[config.mk]
export PLATFORM = sky130hd
export DESIGN_NAME = blqt_cell
export DESIGN_NICKNAME = d
export VERILOG_FILES = /design/src/sv/blqt_pkg.sv /design/src/sv/blqt_cell.sv
export SDC_FILE = /design/constraint.sdc
export NUM_CORES = 1
export LEC_CHECK = 0
export ABC_AREA = 1
export BUFFER_PORTS_ARGS = -buffer_cell sky130_fd_sc_hd__buf_4
export CAP_MARGIN = 20
export CELL_PAD_IN_SITES_DETAIL_PLACEMENT = 2
export CELL_PAD_IN_SITES_GLOBAL_PLACEMENT = 2
export CORE_MARGIN = 2
export CORE_UTILIZATION = 22
export DETAILED_ROUTE_END_ITERATION = 8
export PLACE_DENSITY_LB_ADDON = 0.1
export SLEW_MARGIN = 25
export SYNTH_ARGS = -nofsm -noshare
export SYNTH_HDL_FRONTEND = slang
export SYNTH_SLANG_ARGS = --single-unit
export TNS_END_PERCENT = 30
[constraint.sdc]
create_clock -name i_clk -period 0.8 [get_ports i_clk]
set_input_delay 0.08 -clock i_clk [delete_from_list [all_inputs] [get_ports i_clk]]
set_output_delay 0.08 -clock i_clk [all_outputs]
set_load 0.01 [all_outputs]
[src/sv/blqt_pkg.sv]
// ----------------------------------------------------------------------------
// blqt_pkg
// Shared types and constants of the beacon link quality tracker.
// ----------------------------------------------------------------------------
package blqt_pkg;

    // Sequencer states
    typedef enum logic [1:0] {
        ST_IDLE,
        ST_TAG,
        ST_RUN,
        ST_FIN
    } t_state;

    // Item kinds
    localparam logic [1:0] OP_BEACON = 2'd0;
    localparam logic [1:0] OP_EVAL   = 2'd1;
    localparam logic [1:0] OP_QUERY  = 2'd2;

    // Register indexes
    localparam logic [1:0] CFG_SELF_ID    = 2'd0;
    localparam logic [1:0] CFG_SOLID_SECS = 2'd1;
    localparam logic [1:0] CFG_FIT_HOLD   = 2'd2;

    localparam logic [31:0] TAG_MULT    = 32'd2654435761;
    localparam logic [7:0]  RECENT_MASK = 8'h07;

    // One slot's record, as it travels along the ring
    typedef struct packed {
        logic [7:0]  seen;
        logic [7:0]  mutual;
        logic [31:0] heard_time;
        logic [7:0]  tag;
    } t_rec;

    // Hashed tag of a node number; zero maps to one
    function automatic logic [7:0] tag_of(input logic [31:0] id);
        logic [31:0] p;
        p = id * TAG_MULT;
        return (p[31:24] != 8'd0) ? p[31:24] : 8'd1;
    endfunction

    // Count of set bits in a record
    function automatic logic [3:0] ones(input logic [7:0] b);
        logic [3:0] n;
        n = 4'd0;
        for (int i = 0; i < 8; i++) begin
            n = n + 4'(b[i]);
        end
        return n;
    endfunction

    // Position of the highest set bit plus one
    function automatic logic [3:0] span_of(input logic [7:0] b);
        logic [3:0] n;
        n = 4'd0;
        for (int i = 0; i < 8; i++) begin
            if (b[i]) begin
                n = 4'(i + 1);
            end
        end
        return n;
    endfunction

endpackage

[src/sv/blqt_cell.sv]
// ----------------------------------------------------------------------------
// blqt_cell
// One slot record of the ring; takes its neighbor's record on each shift.
// ----------------------------------------------------------------------------
module blqt_cell (
    input  logic          i_clk,
    input  logic          i_rst_n,
    input  logic          i_shift,
    input  blqt_pkg::t_rec i_rec,
    output blqt_pkg::t_rec o_rec
);

    blqt_pkg::t_rec r_rec;

    // Hold, or take the neighbor's record
    always_ff @(posedge i_clk) begin
        if (!i_rst_n) begin
            r_rec <= '0;
        end else if (i_shift) begin
            r_rec <= i_rec;
        end
    end

    assign o_rec = r_rec;

endmodule

# --- After elaboration in Yosys (flattened, before gate mapping) ---
# Cells that the tools add are included.
classes:
  add_sub_neg: 0
  multipliers: 0
  div_mod_pow: 0
  order_cmp: 0
  eq_ne: 0
  shift: 0
  mux: 0
  bitwise_logic: 0
  reduce_logical: 0
totals:
  register_bits: 56
  latchBits: 0
  ramBits: 0
  romBits: 0
  inputBits: 59
  out_inout_bits: 56
  elab_cells: 4
  memories: 0

# --- Logic depth before layout (Yosys ltp) ---
logic_depth:
  ltp_word: 0
  depth_mapped: 5

# --- Least setup slack after synthesis ---
# Ideal clock, no wire load.
synth_path:
  path_type: "input to register"
  from: "input port i_shift"
  to: "register r_rec, in the netlist o_rec[10]"
  setup_time_ns: 0.113
  arrival_time_ns: 0.514
  t_required_ns: 0.687
  setup_slack_ns: 0.174
  cell_stages: 4
  cell_sequence: "buf_4 -> buf_2 -> nor2_1 -> nor2_1"
synth_rtl:
  columns: ["element", "line_no", "text"]
  rows:
  - ["from (decl)", "blqt_cell.sv:8", "input logic i_shift,"]
  - ["to (signal assigned)", "blqt_cell.sv:20", "r_rec <= i_rec;"]
  - ["to (decl)", "blqt_cell.sv:13", "blqt_pkg::t_rec r_rec;"]

# --- Final worst setup path ---
layout_path:
  from: "register r_rec, in the netlist o_rec[35]"
  to: "output port o_rec[35] (netlist bit)"
layout_rtl:
  columns: ["element", "line_no", "text"]
  rows:
  - ["to (decl)", "blqt_cell.sv:10", "output blqt_pkg::t_rec o_rec"]
# No word-level cell between the ends.

==> flow_summary_export.csv <==
group,metric,value,unit
sta,setup_viol,56,
layout,regArea,1190,sq um
critical_path,critPathMaxStageDelay,0.36,ns
logic_synthesis,ys_top_cells_by_area,"dfxtp_1 50%, nand2_1 19%, nor2_1 19%",
clocking,numCtsBuffers,5,
die,ioPinCount,115,
die,coreArea,10100,sq um
placed_design,dp_hpwl,4940,microns
power,leakage,2.03,nW
logic_synthesis,synth_area,2260,sq um
drt,vias,2364,
die,die_h,105,microns
drt,detail-route-antenna-nets,0,
critical_path,r2r-end,"o_rec[7]$_SDFFE_PN0P_",
layout,layout-drive-gt1-share,39.8,%
critical_path,critPathCapture,"o_rec[35]",
sta,worst_slack,-0.0492,ns
status,violations,"negative setup slack",
sta,rsz0062_at_grt,"true",
sta,worst_pin_slew,0.592,ns
placed_design,gp_congestion,0.638,
logic_synthesis,avgSynthCellArea,6.39,sq um
critical_path,cp_max_fo,2,
critical_path,reg2regPathDepth,3,
sta,report.final.hold_viol_count,0,
layout,layout.nets,524,
logic_synthesis,yosysTopAreaCell,"dfxtp_1",
critical_path,crit_start,"o_rec[35]$_SDFFE_PN0P_",
die,die_area,11100,sq um
clocking,clockBufferDepth,2,
sta,fin_crit_sh,106,%
layout,multi_input_area,841,sq um
critical_path,r2r-start,"o_rec[7]$_SDFFE_PN0P_",
critical_path,critPathTopFamily,"flip-flops",
critical_path,path_cells,"buf_6",
logic_synthesis,synth_seq_area_share,49.5,%
logic_synthesis,synthCells,354,
placed_design,dp_cells,590,
critical_path,cp_num_buf_inv,1,
sta,clock_skew,0,ns
power,irDropWorstVdd,556,uV
critical_path,crit_type,"reg2out",
critical_path,cp.arrival,0.77,ns
critical_path,ff2ff_setup_slack,0.10,ns
clocking,cts_tree,"built",
drt,first_pass_iters,2,
placed_design,port_buffers,114,
clocking,clk_latency,0.31,ns
power,total_power,6.14,mW
sta,fmax,1.18,GHz
hold_path,worstHoldPathType,"in2reg",
global_routing,grt_antenna_before_repair,0,
power,p_per_area,1670,nW/um^2
critical_path,slowest_stage,"dfxtp_2",
die,num_rows,37,
critical_path,required,0.72,ns
global_routing,track_usage,12.8,%
global_routing,grt_pass1_vias,2446,
layout,area_growth,62.8,%
clocking,path_clk_slew,0.10,ns
die,start_util,22.3,%
drt,wl_per_cell,11.1,microns
layout,largest_reg_flops,56,
logic_synthesis,synth.distinct_cells,7,
clocking,cts.sinks,56,
global_routing,grt_max_degree,57,
hold_path,min_from,"i_rec[26]",
status,outcome,"finished with violations",
sta,min_period,0.849,ns
logic_synthesis,synth_nets,413,
layout,fin_cells,601,
sta,relSlewSlack,60.5,%
critical_path,path_depth,1,
clocking,cts_hold_buffers,0,
drt,drc,0,
logic_synthesis,synth_top_area_share,49.5,%
drt,routed_via_density,3.93,
layout,diodes,0,
drt,drt_iter0_drc,37,
global_routing,grt-ovfl-total,0,
drt,wl,6690,microns
logic_synthesis,synth_seq_cells,56,
sta,final_max_slew_viol_count,0,
critical_path,cp-end-kind,"output pin",
global_routing,grt_pass1_wl,11500,microns
critical_path,start_kind,"flip-flop",
logic_synthesis,ys_warn_count,0,
die,fp.dieW,105,microns
clocking,h-tree-depth,2,
layout,fill_cells,1190,
flow_run,maxCapViolCount,0,
clocking,cts-root-buf,"clkbuf_8",
[logic make-up (layout without fill, tap and decap cells)]
kind of cell  Yosys count  in the layout  share of synthesized area (%)
simple gates          224            224                           37.1
buf+inv                74            185                           13.3
flops                  56             56                           49.5
[per-stage QoR]
step | TNS (ns) | setup WS [ns] | hold slack, ns | utilization [%] | instance area [sq um]
after floorplan | 0 | 0.174 | 0.268 | - | 2260
final | -2.15 | -0.0492 | 0.0496 | 36.3 | 3680
after detailed placement | -5.89 | -0.159 | 0.376 | 32.3 | 3280
after global placement | -5.00 | -0.108 | 0.362 | 32.3 | 3280
after global routing | -4.75 | -0.104 | 0.0471 | 36.3 | 3680
after CTS | -3.37 | -0.0703 | 0.0404 | 36.2 | 3670
[worst register-to-register path, stage by stage, from the launching register on]
cell	delay, ns
dfxtp_2	0.34
buf_4	0.12
nor2_1	0.10
nor2_1	0.05
[worst min path at each step]
stage	to	slack, ns	cells past startpoint
after floorplan	o_rec[0]$_SDFFE_PN0P_	0.27	4
after global placement	o_rec[19]$_SDFFE_PN0P_	0.36	5
after detailed placement	o_rec[26]$_SDFFE_PN0P_	0.38	5
after CTS	o_rec[26]$_SDFFE_PN0P_	0.04	5
after global routing	o_rec[23]$_SDFFE_PN0P_	0.05	5
final	o_rec[26]$_SDFFE_PN0P_	0.05	5
[metal layers]
metal | GRT usage [%] | share of wire [%] | up-vias
met2 | 21.6 | 48 | 66
met3 | 4.51 | 7.7 | 7
met5 | 0 | 0 | -
met1 | 15.2 | 43 | 1082
li1 | - | - | 1209
met4 | 4.00 | 1.3 | 0
[power breakdown]
group          internal, mW  switching, mW
Sequential             3.02          0.137
Combinational         0.735          0.557
Clock                 0.774          0.911
Total                  4.53           1.61
[area by class of cell]
cell class / count / area share (%)
inverter: 56 / 5.70
multi-input combinational: 224 / 22.8
tap: 136 / 4.62
timing repair buffer: 122 / 31.9
sequential: 56 / 32.3
clock buffer: 7 / 2.61
[cells in the mapped netlist, drive strengths merged]
cell type,n
nand2,112
clkbuf,1
dfxtp,56
inv,56
nor2,112
buf,17
[repair_timing]
| item | 4_1_cts | 5_1_grt |
|---|---|---|
| setup endpoints to repair | 56 | 56 |
| setup buffers | 4 | 0 |
| resized for setup | 108 | 4 |
[layout by cell type (no fill, tap or decap)]
cell type and n:
buf_4 62, nand2_1 112, inv_1 56, clkbuf_8 7, buf_12 4, buf_6 56, nor2_1 112, dfxtp_2 56
Power figures use the tool's default switching activity.
